<file path="src/rtl/http_request_byte_tokenizer_assert.svh">
// Assertion macros for the HTTP request byte tokenizer.
// Needs clk_i and rst_ni in the scope where the macros are used.
`ifndef HTTP_REQUEST_BYTE_TOKENIZER_ASSERT_SVH
`define HTTP_REQUEST_BYTE_TOKENIZER_ASSERT_SVH

`ifndef SYNTH
`define HRBT_ASSERT(lbl, prop) \
  lbl: assert property (@(posedge clk_i) disable iff (!rst_ni) prop) \
    else $error("hrbt assertion failed");
`define HRBT_ASSERT_NEVER(lbl, expr) \
  `HRBT_ASSERT(lbl, !(expr))
`else
`define HRBT_ASSERT(lbl, prop)
`define HRBT_ASSERT_NEVER(lbl, expr)
`endif

`endif

</file>
<file path="src/rtl/hrbt_pkg.sv">
// Package for the HTTP request byte tokenizer: phase, section and method
// codes, character constants and the method match function. No dependencies.
package hrbt_pkg;

  // parse phases
  localparam logic [3:0] PH_METHOD  = 4'd0;
  localparam logic [3:0] PH_ROUTE   = 4'd1;
  localparam logic [3:0] PH_QKEY    = 4'd2;
  localparam logic [3:0] PH_QVAL    = 4'd3;
  localparam logic [3:0] PH_VERSION = 4'd4;
  localparam logic [3:0] PH_HNAME   = 4'd5;
  localparam logic [3:0] PH_HSKIP   = 4'd6;
  localparam logic [3:0] PH_HVAL    = 4'd7;
  localparam logic [3:0] PH_BODY    = 4'd8;

  // section tags
  localparam logic [3:0] SEC_METHOD  = 4'd0;
  localparam logic [3:0] SEC_ROUTE   = 4'd1;
  localparam logic [3:0] SEC_QKEY    = 4'd2;
  localparam logic [3:0] SEC_QVAL    = 4'd3;
  localparam logic [3:0] SEC_VERSION = 4'd4;
  localparam logic [3:0] SEC_HNAME   = 4'd5;
  localparam logic [3:0] SEC_HVAL    = 4'd6;
  localparam logic [3:0] SEC_BODY    = 4'd7;
  localparam logic [3:0] SEC_DELIM   = 4'd8;

  // method codes
  localparam logic [1:0] METH_GET  = 2'd0;
  localparam logic [1:0] METH_POST = 2'd1;
  localparam logic [1:0] METH_HEAD = 2'd2;
  localparam logic [1:0] METH_NONE = 2'd3;

  localparam logic [2:0] METH_CNT_MAX = 3'd5;

  localparam logic [7:0] CH_SP    = 8'h20;
  localparam logic [7:0] CH_CR    = 8'h0D;
  localparam logic [7:0] CH_LF    = 8'h0A;
  localparam logic [7:0] CH_QMARK = 8'h3F;
  localparam logic [7:0] CH_EQ    = 8'h3D;
  localparam logic [7:0] CH_AMP   = 8'h26;
  localparam logic [7:0] CH_COLON = 8'h3A;

  localparam logic [31:0] WORD_GET  = 32'h0047_4554;
  localparam logic [31:0] WORD_POST = 32'h504F_5354;
  localparam logic [31:0] WORD_HEAD = 32'h4845_4144;

  // exact-length match of the collected method bytes
  function automatic logic [1:0] match_method(logic [31:0] chars, logic [2:0] cnt);
    logic [1:0] res;
    res = METH_NONE;
    if (cnt == 3'd3 && chars == WORD_GET) begin
      res = METH_GET;
    end else if (cnt == 3'd4 && chars == WORD_POST) begin
      res = METH_POST;
    end else if (cnt == 3'd4 && chars == WORD_HEAD) begin
      res = METH_HEAD;
    end
    return res;
  endfunction

endpackage

</file>
<file path="src/rtl/hrbt_if.sv">
// Channel interfaces of the HTTP request byte tokenizer: request bytes in,
// per-byte tags out. Valid/ready handshake. No dependencies.
interface hrbt_req_if;
  logic       valid;
  logic       ready;
  logic [7:0] data_byte;
  logic       frame_start;

  modport source (output valid, data_byte, frame_start, input ready);
  modport sink   (input valid, data_byte, frame_start, output ready);
endinterface

interface hrbt_tag_if;
  logic       valid;
  logic       ready;
  logic [7:0] echo_byte;
  logic [3:0] section;
  logic       token_end;
  logic [1:0] method_code;
  logic       method_done;
  logic       headers_done;

  modport source (output valid, echo_byte, section, token_end, method_code,
                  method_done, headers_done, input ready);
  modport sink   (input valid, echo_byte, section, token_end, method_code,
                  method_done, headers_done, output ready);
endinterface

</file>
<file path="src/rtl/http_request_byte_tokenizer.sv">
// Channel   | Dir | Payload                                         | Handshake
// req_i     | in  | data_byte, frame_start                          | valid/ready
// tag_o     | out | echo_byte, section, token_end, method_code,     | valid/ready
//           |     | method_done, headers_done                       |
// One byte per cycle while tag_o does not stall; the tag appears in the cycle after its transfer in.
// Throughput is set by the phase update, a single compare/select step.
// rst_ni clears the phase machine and the output valid; frame_start also
// returns the parser to its reset state before that byte is classified.
// A stalled tag holds; req_i.ready stays high while the tag is taken.
//
// Depends on hrbt_pkg, hrbt_if.sv and http_request_byte_tokenizer_assert.svh.
`include "http_request_byte_tokenizer_assert.svh"

module http_request_byte_tokenizer (
  input logic         clk_i,
  input logic         rst_ni,
  hrbt_req_if.sink    req_i,
  hrbt_tag_if.source  tag_o
);

  logic [3:0]  phase_q, phase_d;
  logic [31:0] mchars_q, mchars_d;
  logic [2:0]  mcount_q, mcount_d;
  logic [1:0]  mresult_q, mresult_d;
  logic        saw_cr_q, saw_cr_d;
  logic        line_empty_q, line_empty_d;

  logic        out_valid_q;
  logic [7:0]  echo_q;
  logic [3:0]  sec_q, sec_d;
  logic        tend_q, tend_d;
  logic [1:0]  mcode_q;
  logic        mdone_q, mdone_d;
  logic        hdone_q, hdone_d;

  logic        accept;
  logic [7:0]  b;
  logic        is_eol;

  assign req_i.ready = !out_valid_q || tag_o.ready;
  assign accept      = req_i.valid && req_i.ready;
  assign b           = req_i.data_byte;
  assign is_eol      = (b == hrbt_pkg::CH_CR) || (b == hrbt_pkg::CH_LF);

  always_comb begin
    logic [3:0]  ph;
    logic [31:0] mc;
    logic [2:0]  cnt;
    logic [1:0]  mres;
    logic        cr;
    logic        le;
    // frame_start behaves like a reset applied ahead of this byte
    ph   = req_i.frame_start ? hrbt_pkg::PH_METHOD : phase_q;
    mc   = req_i.frame_start ? 32'd0 : mchars_q;
    cnt  = req_i.frame_start ? 3'd0 : mcount_q;
    mres = req_i.frame_start ? hrbt_pkg::METH_NONE : mresult_q;
    cr   = req_i.frame_start ? 1'b0 : saw_cr_q;
    le   = req_i.frame_start ? 1'b0 : line_empty_q;

    phase_d      = ph;
    mchars_d     = mc;
    mcount_d     = cnt;
    mresult_d    = mres;
    saw_cr_d     = cr;
    line_empty_d = le;
    sec_d        = hrbt_pkg::SEC_DELIM;
    tend_d       = 1'b0;
    mdone_d      = 1'b0;
    hdone_d      = 1'b0;

    unique case (ph)
      hrbt_pkg::PH_METHOD: begin
        if (b == hrbt_pkg::CH_SP) begin
          mresult_d = hrbt_pkg::match_method(mc, cnt);
          mdone_d   = 1'b1;
          tend_d    = 1'b1;
          phase_d   = hrbt_pkg::PH_ROUTE;
        end else begin
          sec_d    = hrbt_pkg::SEC_METHOD;
          mchars_d = {mc[23:0], b};
          if (cnt < hrbt_pkg::METH_CNT_MAX) mcount_d = cnt + 3'd1;
        end
      end
      hrbt_pkg::PH_ROUTE: begin
        if (b == hrbt_pkg::CH_SP) begin
          tend_d = 1'b1; phase_d = hrbt_pkg::PH_VERSION;
        end else if (b == hrbt_pkg::CH_QMARK) begin
          tend_d = 1'b1; phase_d = hrbt_pkg::PH_QKEY;
        end else begin
          sec_d = hrbt_pkg::SEC_ROUTE;
        end
      end
      hrbt_pkg::PH_QKEY: begin
        if (b == hrbt_pkg::CH_SP) begin
          tend_d = 1'b1; phase_d = hrbt_pkg::PH_VERSION;
        end else if (b == hrbt_pkg::CH_EQ) begin
          tend_d = 1'b1; phase_d = hrbt_pkg::PH_QVAL;
        end else begin
          sec_d = hrbt_pkg::SEC_QKEY;
        end
      end
      hrbt_pkg::PH_QVAL: begin
        if (b == hrbt_pkg::CH_SP) begin
          tend_d = 1'b1; phase_d = hrbt_pkg::PH_VERSION;
        end else if (b == hrbt_pkg::CH_AMP) begin
          tend_d = 1'b1; phase_d = hrbt_pkg::PH_QKEY;
        end else begin
          sec_d = hrbt_pkg::SEC_QVAL;
        end
      end
      hrbt_pkg::PH_VERSION, hrbt_pkg::PH_HVAL: begin
        if (is_eol) begin
          tend_d = !cr;  // LF right after CR closes nothing new
          if (b == hrbt_pkg::CH_LF) begin
            saw_cr_d = 1'b0; line_empty_d = 1'b1; phase_d = hrbt_pkg::PH_HNAME;
          end else begin
            saw_cr_d = 1'b1;
          end
        end else begin
          saw_cr_d = 1'b0;
          sec_d    = (ph == hrbt_pkg::PH_VERSION) ? hrbt_pkg::SEC_VERSION
                                                  : hrbt_pkg::SEC_HVAL;
        end
      end
      hrbt_pkg::PH_HNAME: begin
        if (is_eol) begin
          tend_d = le ? 1'b0 : !cr;
          if (b == hrbt_pkg::CH_LF) begin
            saw_cr_d = 1'b0;
            if (le) begin
              // blank line: headers over
              hdone_d = 1'b1; line_empty_d = 1'b0; phase_d = hrbt_pkg::PH_BODY;
            end else begin
              line_empty_d = 1'b1;
            end
          end else begin
            saw_cr_d = 1'b1;
          end
        end else if (b == hrbt_pkg::CH_COLON) begin
          saw_cr_d = 1'b0; line_empty_d = 1'b0; tend_d = 1'b1;
          phase_d  = hrbt_pkg::PH_HSKIP;
        end else begin
          saw_cr_d = 1'b0; line_empty_d = 1'b0; sec_d = hrbt_pkg::SEC_HNAME;
        end
      end
      hrbt_pkg::PH_HSKIP: begin
        if (is_eol) begin
          if (b == hrbt_pkg::CH_LF) begin
            saw_cr_d = 1'b0; line_empty_d = 1'b1; phase_d = hrbt_pkg::PH_HNAME;
          end else begin
            saw_cr_d = 1'b1; phase_d = hrbt_pkg::PH_HVAL;
          end
        end else if (b != hrbt_pkg::CH_SP) begin
          sec_d = hrbt_pkg::SEC_HVAL; phase_d = hrbt_pkg::PH_HVAL;
        end
      end
      default: begin
        // body, and unused phase codes
        sec_d = hrbt_pkg::SEC_BODY;
      end
    endcase
  end

  always_ff @(posedge clk_i or negedge rst_ni) begin
    if (!rst_ni) begin
      phase_q      <= hrbt_pkg::PH_METHOD;
      mchars_q     <= 32'd0;
      mcount_q     <= 3'd0;
      mresult_q    <= hrbt_pkg::METH_NONE;
      saw_cr_q     <= 1'b0;
      line_empty_q <= 1'b0;
      out_valid_q  <= 1'b0;
    end else begin
      if (accept) begin
        phase_q      <= phase_d;
        mchars_q     <= mchars_d;
        mcount_q     <= mcount_d;
        mresult_q    <= mresult_d;
        saw_cr_q     <= saw_cr_d;
        line_empty_q <= line_empty_d;
        out_valid_q  <= 1'b1;
      end else if (tag_o.ready) begin
        out_valid_q  <= 1'b0;
      end
    end
  end

  always_ff @(posedge clk_i) begin
    if (accept) begin
      echo_q  <= b;
      sec_q   <= sec_d;
      tend_q  <= tend_d;
      mcode_q <= mresult_d;
      mdone_q <= mdone_d;
      hdone_q <= hdone_d;
    end
  end

  assign tag_o.valid        = out_valid_q;
  assign tag_o.echo_byte    = echo_q;
  assign tag_o.section      = sec_q;
  assign tag_o.token_end    = tend_q;
  assign tag_o.method_code  = mcode_q;
  assign tag_o.method_done  = mdone_q;
  assign tag_o.headers_done = hdone_q;

  `HRBT_ASSERT(a_tag_after_transfer, accept |=> out_valid_q)
  `HRBT_ASSERT(a_mdone_is_delim,
    (out_valid_q && mdone_q) |-> (sec_q == hrbt_pkg::SEC_DELIM && tend_q))
  `HRBT_ASSERT(a_hdone_enters_body,
    (out_valid_q && hdone_q) |-> (phase_q == hrbt_pkg::PH_BODY))
  `HRBT_ASSERT_NEVER(a_mcount_sat, mcount_q > hrbt_pkg::METH_CNT_MAX)
  `HRBT_ASSERT_NEVER(a_sec_range, out_valid_q && (sec_q > hrbt_pkg::SEC_DELIM))

endmodule

</file>
<file path="src/flat_wrapper.sv">
// flat-port wrapper written by rule: the top's interface ports become plain ports
module http_request_byte_tokenizer_flat 
  (clk_i, rst_ni, req_i_valid, req_i_data_byte, req_i_frame_start, req_i_ready, tag_o_valid, tag_o_echo_byte, tag_o_section, tag_o_token_end, tag_o_method_code, tag_o_method_done, tag_o_headers_done, tag_o_ready);
  hrbt_req_if req_i_i ();
  hrbt_tag_if tag_o_i ();
  input logic clk_i;
  input logic rst_ni;
  input wire logic [$bits(req_i_i.valid)-1:0] req_i_valid;
  input wire logic [$bits(req_i_i.data_byte)-1:0] req_i_data_byte;
  input wire logic [$bits(req_i_i.frame_start)-1:0] req_i_frame_start;
  output wire logic [$bits(req_i_i.ready)-1:0] req_i_ready;
  output wire logic [$bits(tag_o_i.valid)-1:0] tag_o_valid;
  output wire logic [$bits(tag_o_i.echo_byte)-1:0] tag_o_echo_byte;
  output wire logic [$bits(tag_o_i.section)-1:0] tag_o_section;
  output wire logic [$bits(tag_o_i.token_end)-1:0] tag_o_token_end;
  output wire logic [$bits(tag_o_i.method_code)-1:0] tag_o_method_code;
  output wire logic [$bits(tag_o_i.method_done)-1:0] tag_o_method_done;
  output wire logic [$bits(tag_o_i.headers_done)-1:0] tag_o_headers_done;
  input wire logic [$bits(tag_o_i.ready)-1:0] tag_o_ready;
  assign req_i_i.valid = req_i_valid;
  assign req_i_i.data_byte = req_i_data_byte;
  assign req_i_i.frame_start = req_i_frame_start;
  assign req_i_ready = req_i_i.ready;
  assign tag_o_valid = tag_o_i.valid;
  assign tag_o_echo_byte = tag_o_i.echo_byte;
  assign tag_o_section = tag_o_i.section;
  assign tag_o_token_end = tag_o_i.token_end;
  assign tag_o_method_code = tag_o_i.method_code;
  assign tag_o_method_done = tag_o_i.method_done;
  assign tag_o_headers_done = tag_o_i.headers_done;
  assign tag_o_i.ready = tag_o_ready;
  http_request_byte_tokenizer u_core (.clk_i(clk_i), .rst_ni(rst_ni), .req_i(req_i_i), .tag_o(tag_o_i));
endmodule
</file>
<file path="config.mk">
export PLATFORM = sky130hd
export DESIGN_NAME = http_request_byte_tokenizer_flat
export DESIGN_NICKNAME = d
export VERILOG_FILES = /design/src/rtl/hrbt_pkg.sv /design/src/rtl/hrbt_if.sv /design/src/rtl/http_request_byte_tokenizer.sv /design/src/flat_wrapper.sv
export VERILOG_INCLUDE_DIRS = /design/src /design/src/rtl
export SDC_FILE = /design/constraint.sdc
export NUM_CORES = 1
export LEC_CHECK = 0
export BUFFER_PORTS_ARGS = -buffer_cell sky130_fd_sc_hd__buf_2
export CAP_MARGIN = 20
export CORE_MARGIN = 2
export CORE_UTILIZATION = 40
export CTS_CLUSTER_DIAMETER = 40
export DETAILED_ROUTE_END_ITERATION = 8
export PLACE_DENSITY = 0.68
export REMOVE_ABC_BUFFERS = 1
export SLEW_MARGIN = 5
export SYNTH_ARGS = -nofsm -noshare
export SYNTH_HDL_FRONTEND = slang
export SYNTH_SLANG_ARGS = --single-unit
</file>
<file path="constraint.sdc">
create_clock -name clk_i -period 2.15 [get_ports clk_i]
set_input_delay 0.215 -clock clk_i [delete_from_list [all_inputs] [get_ports clk_i]]
set_output_delay 0.215 -clock clk_i [all_outputs]
set_load 0.05 [all_outputs]
</file>
# Yosys cells after proc, flatten, opt, wreduce, memory -nomap -nowiden
# Cells that the tools add are included.
dict set report word_totals {
  wordCells 121
  register_bits 61
  in_bits 13
  output_inout_bits 19
}
dict set report op_classes {
  n_addsub 1
  n_lt_le_gt_ge 1
  n_mux 72
  n_reduce_logical 14
  n_eq_ne 20
}
# operator n
set op_table {}
lappend op_table {{$mux 4} 28}
lappend op_table {{$mux 32} 3}
lappend op_table {{$eq 32x31->1 const B} 2}
lappend op_table {{$pmux 4 s7} 2}
lappend op_table {{$eq 8x6->1 const B} 5}
lappend op_table {{$eq 32x23->1 const B} 1}
lappend op_table {{$mux 1} 25}
lappend op_table {{$eq 4x3->1 const B} 4}
lappend op_table {{$eq 8x4->1 const B} 2}
lappend op_table {{$mux 2} 7}
lappend op_table {{$mux 3} 4}
lappend op_table {{$eq 4x2->1 const B} 2}
lappend op_table {{$ne 8x6->1 const B} 1}
lappend op_table {{$pmux 1 s6} 1}
lappend op_table {{$reduce_or 3->1} 2}
lappend op_table {{$eq 4x1->1 const B} 1}
lappend op_table {{$logic_and 1x1->1} 4}
lappend op_table {{$logic_not 4->1} 1}
lappend op_table {{$pmux 1 s2} 2}
lappend op_table {{$add 3x1->3 const B} 1}
lappend op_table {{$eq 3x2->1 const B} 1}
lappend op_table {{$eq 3x3->1 const B} 1}
lappend op_table {{$lt 3x3->1 const B} 1}
lappend op_table {{$reduce_and 3->1} 1}
lappend op_table {{4 further kinds} 6}

# Depth between registers and ports, before layout
# Gate-level depths: netlist of run 1.
dict set report depth {
  depth_word 8
  ltp_mapped 11
  mapped_depth_nobuf 9
}

# Worst setup path after synthesis of run 1
# OpenSTA, ideal clock, no wires.
dict set report synth_path {
  path_type {reg-to-reg}
  from {register u_core.out_valid_q, in the netlist u_core.tag_o.valid}
  to {register u_core.mcount_q[1]}
  synth_period_minus_slack_ns 2.765
  arrival_time_ns 2.644
  required_ns 2.028
  slack_ns -0.615
  stages_incl_launch_ff 8
  path_cell_list {dfrtp_1 > nand2b_1 > nand2_1 > clkbuf_1 > inv_1 > clkbuf_1 > o21ai_0 > a32o_1}
}
dict set report synth_between {
  elab_chain_cells 3
}
# item line_no
set synth_lines {}
lappend synth_lines {{start, declared} http_request_byte_tokenizer.sv:28} ;# logic out_valid_q;
lappend synth_lines {{start signal, assigned} http_request_byte_tokenizer.sv:172} ;# out_valid_q <= 1'b0;
lappend synth_lines {{start signal, assigned} http_request_byte_tokenizer.sv:181} ;# out_valid_q <= 1'b1;
lappend synth_lines {{start signal, assigned} http_request_byte_tokenizer.sv:183} ;# out_valid_q <= 1'b0;
lappend synth_lines {{$logic_not 1->1} http_request_byte_tokenizer.sv:40} ;# assign req_i.ready = !out_valid_q || tag_o.ready;
lappend synth_lines {{$logic_or 1x1->1} http_request_byte_tokenizer.sv:40}
lappend synth_lines {{net req_i_ready} flat_wrapper.sv:11} ;# output wire logic [$bits(req_i_i.ready)-1:0] req_i_ready;
lappend synth_lines {{$logic_and 1x1->1} http_request_byte_tokenizer.sv:41} ;# assign accept = req_i.valid && req_i.ready;
lappend synth_lines {{net u_core.accept} http_request_byte_tokenizer.sv:36} ;# logic accept;
lappend synth_lines {{end signal, assigned} http_request_byte_tokenizer.sv:177} ;# mcount_q <= mcount_d;
lappend synth_lines {{end, declared} http_request_byte_tokenizer.sv:23} ;# logic [2:0] mcount_q, mcount_d;
# The timed path passes the listed nets, and every way through them passes these cells.
# A chain may end at the register's enable or synchronous reset.

# Final worst setup path of run 1
dict set report layout_path {
  from {register u_core.phase_q[3]}
  to {register u_core.phase_q[0]}
}
dict set report layout_between {
  elab_chain_cells 4
  word_cells_on_any_way 11
}
# item line_no
set layout_lines {}
lappend layout_lines {{start, declared} http_request_byte_tokenizer.sv:21} ;# logic [3:0] phase_q, phase_d;
lappend layout_lines {{start signal, assigned} http_request_byte_tokenizer.sv:166} ;# phase_q <= hrbt_pkg::PH_METHOD;
lappend layout_lines {{start signal, assigned} http_request_byte_tokenizer.sv:175} ;# phase_q <= phase_d;
lappend layout_lines {{$mux 4 *} http_request_byte_tokenizer.sv:53} ;# ph = req_i.frame_start ? hrbt_pkg::PH_METHOD : phase_q;
lappend layout_lines {{$eq 4x3->1} http_request_byte_tokenizer.sv:71} ;# unique case (ph)
lappend layout_lines {{$reduce_or 2->1} http_request_byte_tokenizer.sv:71}
lappend layout_lines {{$pmux 4 s7 *} http_request_byte_tokenizer.sv:71}
# Mark *: on every way between the ends. The rest lies on a longest branch, timed or not.

==> results.toml, run 1 <==
[synthesis]
synth_top_flop_cell = "sky130_fd_sc_hd__dfrtp_1"
synth_enable_flop_cells = 17
flip_flop_and_latch_count_after_synthesis = 61
synth_async_sr_flop_share_pct = 72.1
synth-seq-area-share_pct = 47.5
synthCells = 343
yosysUniqueCellTypes = 70
ys_warn_count = 0
netlist_area_sq_um = 3400
avg_synthesized_cell_area_sq_um = 9.91

[sta]
timing.setup.tns_ns = 0
clock-skew-final_ns = 0.0142
relSlewSlack_pct = 63.9
final-setup-viol-count = 0
worst_pin_slew_ns = 0.541
hold_violations = 0
fin_worst_hold_slack_ns = 0.0841
finalMaxSlewViolations = 0
fin_crit_ns = 1.99
period_share_pct = 92.5
setup_repair_after_global_routing_missed_its_margin = "no"
max_clock_freq_ghz = 0.503

[route]
routed-via-count = 3029
drt_first_pass_iters = 5
final_routed_wirelength_mm = 8.95
route.antenna.remaining_nets = 0
post_drt_wl_per_cell_microns = 18.2
first_iter_violations = 277
remaining_drc_errors = 0
via_per_inst = 6.14

[clock_network]
clk-insertion-delay-late_ns = 0.34
tritoncts = "yes"
cts_resized = 0
ctsHoldBuffers = 1
post-cts-setup-buffers = 0
clock_tree.buffer_depth = 2
clk_transition_reported_paths_ns = 0.08
cts-htree-levels = 3
cts.root.buffer_cell = "sky130_fd_sc_hd__clkbuf_8"
clkSinkCount = 61
cts_buffers = 9

[pwr]
power_frac_comb_pct = 18.6
power.sequential.fraction_pct = 47.7
power.total_uw = 3110
net-switching-power_uw = 1010
power_switching_share_pct = 32.6
power.static_leakage_uw = 0.00155
ir_drop_v = 0.000289
cell_internal_pwr_uw = 2090
clock_power_share_pct = 33.7
pd_cells_nw_per_um2 = 785

[min_path]
holdPathStages = 2
min-delay-path-class = "input pin to register"

[floorplanning]
die_area_sq_um = 9260
placeableCoreArea_sq_um = 8220
die_h_microns = 96.2
fp-row-count = 33
start_util_pct = 41.4
die_x_microns = 96.2
floorplan.io_pins = 32

[placed_design]
io_buffer_count = 31
dpl.hpwl_mm = 6.26
dpl_cell_area_sq_um = 3750
gp_congestion = 0.967

[global_routing]
grt_pass1_vias = 2779
pin_count_of_the_biggest_net_entering_global_routing = 29
grt_use_total_pct = 20.4
grt_pass1_wl_mm = 14.2
number_of_antenna_violations_at_the_first_check_in_global_routing = 0
grt_remaining_overflow = 0

[setup_path]
r2r.worst_path.cells = 5
worstSetupPathDepth = 5
worstSetupStartpointType = "register"
worst_ep_required_time_ns = 2.36
cpMaxStageDelayCell = "sky130_fd_sc_hd__dfrtp_1"
critical_path_arrival_ns = 2.20
worst_path_cell_trace = "nor4_4 -> o2111a_1 -> a211o_1 -> a2111oi_2 -> a211oi_1"
timing.critical_path.slowest_cell_delay_ns = 0.57
endpoint_kind = "register"
crit_buf_inv = 0
family_with_the_most_delay_on_the_worst_path = "compound AO/OA/AOI/OAI gates"
critical_path_class = "register to register"
worst-path-max-fanout = 10

[final_layout]
antenna-diode-count = 0
finalNetCount = 399
footprint_of_the_multi_input_gates_sq_um = 1630
fill_cells = 748
seqCellArea_sq_um = 1610
final_layout_size_suffix_gt1_share_pct = 22.4
postLayoutCellArea_sq_um = 3960
synthToLayoutAreaGrowth_pct = 16.3

[run]
max-cap-violations = 0

[run_status]
run_status = "complete, no violations"
through the flow:
stage / utilization, % / cells / setup slack, ns
2_1_floorplan: - / 320 / -0.813
3_3_place_gp: 45.6 / 476 / 0.224
3_5_place_dp: 45.6 / 476 / 0.177
4_1_cts: 48.1 / 493 / 0.181
5_1_grt: 48.1 / 493 / 0.0524
6_report: 48.1 / 493 / 0.161
cell usage after synthesis, types with 8 or more instances:
cell type / number / share of area, %
sky130_fd_sc_hd__o21ai_1: 19 / 2.8
sky130_fd_sc_hd__dfrtp_1: 42 / 31
sky130_fd_sc_hd__clkbuf_1: 10 / 1.1
sky130_fd_sc_hd__edfxtp_1: 17 / 15
sky130_fd_sc_hd__o21ai_0: 13 / 1.9
sky130_fd_sc_hd__nor3_1: 10 / 1.5
sky130_fd_sc_hd__a21oi_1: 13 / 1.9
sky130_fd_sc_hd__nor2_1: 16 / 1.8
sky130_fd_sc_hd__nor2b_1: 8 / 1.5
sky130_fd_sc_hd__a22oi_1: 25 / 5.5
sky130_fd_sc_hd__nand2_1: 44 / 4.9
logic make-up (layout without fill, tap and decap cells):
group | after synthesis | count (layout) | synth area share (%)
AOI/OAI and AO/OA | 117 | 117 | 23.9
and+or+nand+nor | 131 | 131 | 22.7
adders and majority gates | 3 | 3 | 1.10
xor gates and xnor gates | 1 | 1 | 0.258
buffers and inverters | 30 | 75 | 4.56
DFF | 61 | 61 | 47.5
layer usage:
layer  share of wire [%]  global-route usage, %  vias to the layer above  routed length, microns
li1                    -                      -                     1388                       -
met1                  45                   27.8                     1494                    4000
met2                  46                   30.9                      126                    4150
met3                 6.4                   4.46                       21                     573
met4                 2.6                   9.52                        0                     229
met5                   0                      0                        -                       0
layout by cell type, fill, tap and decap left out, types with 4 or more instances in the layout:
| cell type | instances |
|---|---|
| sky130_fd_sc_hd__o21ai_0 | 13 |
| sky130_fd_sc_hd__o22ai_1 | 5 |
| sky130_fd_sc_hd__buf_4 | 17 |
| sky130_fd_sc_hd__buf_2 | 31 |
| sky130_fd_sc_hd__inv_1 | 7 |
| sky130_fd_sc_hd__a22o_1 | 7 |
| sky130_fd_sc_hd__nand4_1 | 7 |
| sky130_fd_sc_hd__a22oi_1 | 25 |
| sky130_fd_sc_hd__o21ai_1 | 19 |
| sky130_fd_sc_hd__a21oi_1 | 13 |
| sky130_fd_sc_hd__nor3_1 | 10 |
| sky130_fd_sc_hd__nand2_1 | 44 |
| sky130_fd_sc_hd__dfrtp_1 | 42 |
| sky130_fd_sc_hd__clkbuf_8 | 9 |
| sky130_fd_sc_hd__nor2b_1 | 8 |
| sky130_fd_sc_hd__nor2_1 | 16 |
| sky130_fd_sc_hd__a32o_1 | 4 |
| sky130_fd_sc_hd__nand3_1 | 6 |
| sky130_fd_sc_hd__edfxtp_1 | 17 |
| sky130_fd_sc_hd__a21o_1 | 4 |
worst reg2reg max path: stages, from the launching register on:
cell and delay [ns]:
sky130_fd_sc_hd__dfrtp_1 0.57, sky130_fd_sc_hd__nor4_4 0.11, sky130_fd_sc_hd__o2111a_1 0.38, sky130_fd_sc_hd__a211o_1 0.35, sky130_fd_sc_hd__a2111oi_2 0.35, sky130_fd_sc_hd__a211oi_1 0.09
worst paths after layout:
kind / start / slack, ns / to
worst min register to register: u_core.mresult_q[1] / 0.51 / u_core.mresult_q[1]
worst max-delay path: u_core.phase_q[3] / 0.16 / u_core.phase_q[0]
min in group asynchronous: rst_ni / 0.39 / u_core.mcount_q[2]
worst min-delay path: req_i_valid / 0.08 / u_core.tag_o.valid
max in group asynchronous: rst_ni / 1.16 / u_core.mresult_q[0]
worst max register to register: u_core.phase_q[3] / 0.16 / u_core.phase_q[0]
area by class of cell:
cell class / count / share of cell area (%)
Multi-Input combinational cell: 252 / 41.2
Sequential cell: 61 / 40.8
Timing Repair Buffer: 52 / 8.92
Tap cell: 105 / 3.32
Clock buffer: 9 / 3.13
Clock inverter: 7 / 1.93
Inverter: 7 / 0.664
state kept, by name (all words and copies together) (netlist names):
register,flops
u_core.phase_q,4
u_core.tag_o.headers_done,1
u_core.tag_o.valid,1
u_core.mcount_q,3
u_core.tag_o.token_end,1
u_core.tag_o.method_done,1
u_core.tag_o.method_code,2
u_core.saw_cr_q,1
u_core.mchars_q,32
u_core.tag_o.section,4
u_core.line_empty_q,1
u_core.mresult_q,2
u_core.tag_o.echo_byte,8
power by group through the flow:
stage,registers (uW),clock network [uW],logic [uW]
floorplan,1510,0,317
global placement,1500,0,564
detailed placement,1500,0,576
CTS,1480,1070,580
global route,1500,1120,634
finish,1480,1050,579
(Power assumes the default switching activity.)
==> run 2: changes to the inputs <==
--- a/config.mk
+++ b/config.mk
@@ -6,13 +6,14 @@
 export SDC_FILE = /design/constraint.sdc
 export NUM_CORES = 1
 export LEC_CHECK = 0
+export ABC_AREA = 1
 export BUFFER_PORTS_ARGS = -buffer_cell sky130_fd_sc_hd__buf_2
 export CAP_MARGIN = 20
 export CORE_MARGIN = 2
 export CORE_UTILIZATION = 40
 export CTS_CLUSTER_DIAMETER = 40
 export DETAILED_ROUTE_END_ITERATION = 8
-export PLACE_DENSITY = 0.68
+export PLACE_DENSITY = 0.69
 export REMOVE_ABC_BUFFERS = 1
 export SLEW_MARGIN = 5
 export SYNTH_ARGS = -nofsm -noshare
==> run 2 against run 1 <==
Compared with the run above:
- count of clock-buffer cells in the layout grew 5
- via count up 12%
- power is 9.7% higher
- critical path type unchanged
- cell count grew 29%
==> results.toml, run 2 <==
[run_status]
run_status = "complete, no violations"

[clock_network]
post-cts-setup-buffers = 0
cts_resized = 0
clk-insertion-delay-late_ns = 0.34
tritoncts = "yes"
cts-htree-levels = 3
clock_tree.buffer_depth = 2
clk_transition_reported_paths_ns = 0.07
cts_buffers = 9
cts.root.buffer_cell = "sky130_fd_sc_hd__clkbuf_8"
clkSinkCount = 61

[final_layout]
finalNetCount = 540
largest_register_ffs = 32
most_common_library_cell_in_the_layout_ignoring_fill_and_taps = "sky130_fd_sc_hd__nand2_1"
top_register = "u_core.mchars_q"
footprint_of_the_multi_input_gates_sq_um = 1650
finish.cell_count_without_fillers = 637
final_cell_mix = "sky130_fd_sc_hd__nand2_1 (117), sky130_fd_sc_hd__nor2_1 (82), sky130_fd_sc_hd__inv_1 (56), sky130_fd_sc_hd__dfrtp_1 (42), sky130_fd_sc_hd__a21oi_1 (37)"
fill_cells = 869
synthToLayoutAreaGrowth_pct = 12.8
seqCellArea_sq_um = 1610
antenna-diode-count = 0
final_layout_size_suffix_gt1_share_pct = 12.9
final_core_occ_pct = 46.5

[placed_design]
io_buffer_count = 31
placed_cells = 620
dpl.hpwl_mm = 6.33
gp_congestion = 0.898
post-place-ws_ns = 0.298

[setup_path]
worstSetupStartpointType = "register"
endpoint_kind = "register"
worst_ep_required_time_ns = 2.23
critical_path_arrival_ns = 1.93
critical_path_class = "register to register"
worst-path-max-fanout = 3

[route]
post_drt_wl_per_cell_microns = 14.2
final_routed_wirelength_mm = 9.03
drt_first_pass_iters = 4
route.antenna.remaining_nets = 0
remaining_drc_errors = 0
via_per_inst = 5.32
routed-via-count = 3386
first_iter_violations = 254

[sta]
period_share_pct = 85.8
relSlewSlack_pct = 70.9
clock-skew-final_ns = 0.0108
final_critical_path_setup_slack_ns = 0.305
timing.setup.tns_ns = 0
worst_pin_slew_ns = 0.437
max_clock_freq_ghz = 0.542
finalMaxSlewViolations = 0
fin_crit_ns = 1.85
final-setup-viol-count = 0
setup_repair_after_global_routing_missed_its_margin = "no"
hold_violations = 0

[pwr]
ir_drop_v = 0.000299
power.total_uw = 3410
power.static_leakage_uw = 0.00194
pd_cells_nw_per_um2 = 840

[global_routing]
number_of_antenna_violations_at_the_first_check_in_global_routing = 0
grt_pass1_vias = 3181
pin_count_of_the_biggest_net_entering_global_routing = 44
grt_remaining_overflow = 0
grt_use_total_pct = 18.9
grt_pass1_wl_mm = 14.7

[synthesis]
avg_synthesized_cell_area_sq_um = 7.30
synth.area.top_cells = "sky130_fd_sc_hd__dfrtp_1 (29%), sky130_fd_sc_hd__edfxtp_1 (14%), sky130_fd_sc_hd__nand2_1 (12%), sky130_fd_sc_hd__nor2_1 (8.6%), sky130_fd_sc_hd__inv_1 (6.0%)"
synthTopCellsByCount = "sky130_fd_sc_hd__nand2_1 (117), sky130_fd_sc_hd__nor2_1 (82), sky130_fd_sc_hd__inv_1 (57)"
post-synth-top-area-fraction_pct = 29.2
synth.most_common_cell = "sky130_fd_sc_hd__nand2_1"
synth_enable_flop_cells = 17
synth_top_flop_cell = "sky130_fd_sc_hd__dfrtp_1"
ys_warn_count = 0
synth_largest_area_cell = "sky130_fd_sc_hd__dfrtp_1"
yosysUniqueCellTypes = 34
netlist_area_sq_um = 3590
synth_async_sr_flop_share_pct = 72.1
synthCells = 492
flip_flop_and_latch_count_after_synthesis = 61
synth-seq-area-share_pct = 44.9

[min_path]
min-delay-path-class = "input pin to register"

[floorplanning]
die_area_sq_um = 9760
fp-row-count = 34
die_h_microns = 98.8
placeableCoreArea_sq_um = 8720
start_util_pct = 41.2
die_x_microns = 98.8
floorplan.io_pins = 32

[run]
max-cap-violations = 0
[run 2: critical path: stages, from the launching register on]
cell,delay [ns]
sky130_fd_sc_hd__dfrtp_1,0.34
sky130_fd_sc_hd__inv_1,0.05
sky130_fd_sc_hd__nor2_1,0.15
sky130_fd_sc_hd__ha_1,0.19
sky130_fd_sc_hd__ha_1,0.14
sky130_fd_sc_hd__nand3_1,0.07
sky130_fd_sc_hd__nor2_1,0.17
sky130_fd_sc_hd__nand2_1,0.08
sky130_fd_sc_hd__nor2_1,0.13
sky130_fd_sc_hd__nand2_1,0.10
sky130_fd_sc_hd__nand3_1,0.09
sky130_fd_sc_hd__nand2_1,0.07
[run 2: report_power, final]
group          leakage (uW)  switching [uW]  internal (uW)  total [uW]
Clock             0.0000844             445            448         893
Combinational       0.00114             662            307         969
Sequential         0.000707             124           1420        1540
[run 2: final timing paths]
check,startpoint,end,slack (ns),depth (start not counted)
worst max-delay path,u_core.mcount_q[1],u_core.tag_o.method_code[0],0.30,11
worst min-delay path,req_i_data_byte[7],u_core.tag_o.echo_byte[7],0.08,1
worst max register to register,u_core.mcount_q[1],u_core.tag_o.method_code[0],0.30,11
worst min register to register,u_core.mresult_q[1],u_core.mresult_q[1],0.47,2
max in group asynchronous,rst_ni,u_core.mresult_q[1],1.47,3
min in group asynchronous,rst_ni,u_core.tag_o.valid,0.20,2
[run 2: per-stage QoR]
| stage | hold slack, ns | area, sq um |
|---|---|---|
| 2_1_floorplan | -0.0806 | 3490 |
| 3_3_place_gp | 0.0139 | 3880 |
| 3_5_place_dp | 0.0142 | 3880 |
| 4_1_cts | 0.0738 | 4050 |
| 5_1_grt | 0.0692 | 4050 |
| 6_report | 0.0832 | 4050 |
[run 2: cell families after synthesis]
logic type	share of synthesized area (%)
AOI/OAI and AO/OA	16.6
and+or+nand+nor	28.0
buffers and inverters	9.19
adders and majority gates	1.04
DFF	44.9
xor gates and xnor gates	0.244
[run 2: routing by layer]
layer  vias up  track usage (%)  part of all wire (%)
li1       1675                -                     -
met1      1597             24.7                    44
met2       105             30.6                    49
met3         9             4.26                   5.6
met4         0             7.06                   1.2
met5         -                0                     0
[run 2: repair_timing]
action | in CTS | in global routing
endpoints found under the setup margin | 0 | 0
hold buffers | 1 | 0
hold endpoints to repair | 42 | 0
[run 2: final cells by class]
type,count,share of cell area [%]
inverter,61,5.65
tap,108,3.33
sequential,61,39.8
clock inverter,2,0.247
clock buffer,14,3.77
multi-input combinational,351,40.7
timing repair buffer,40,6.48
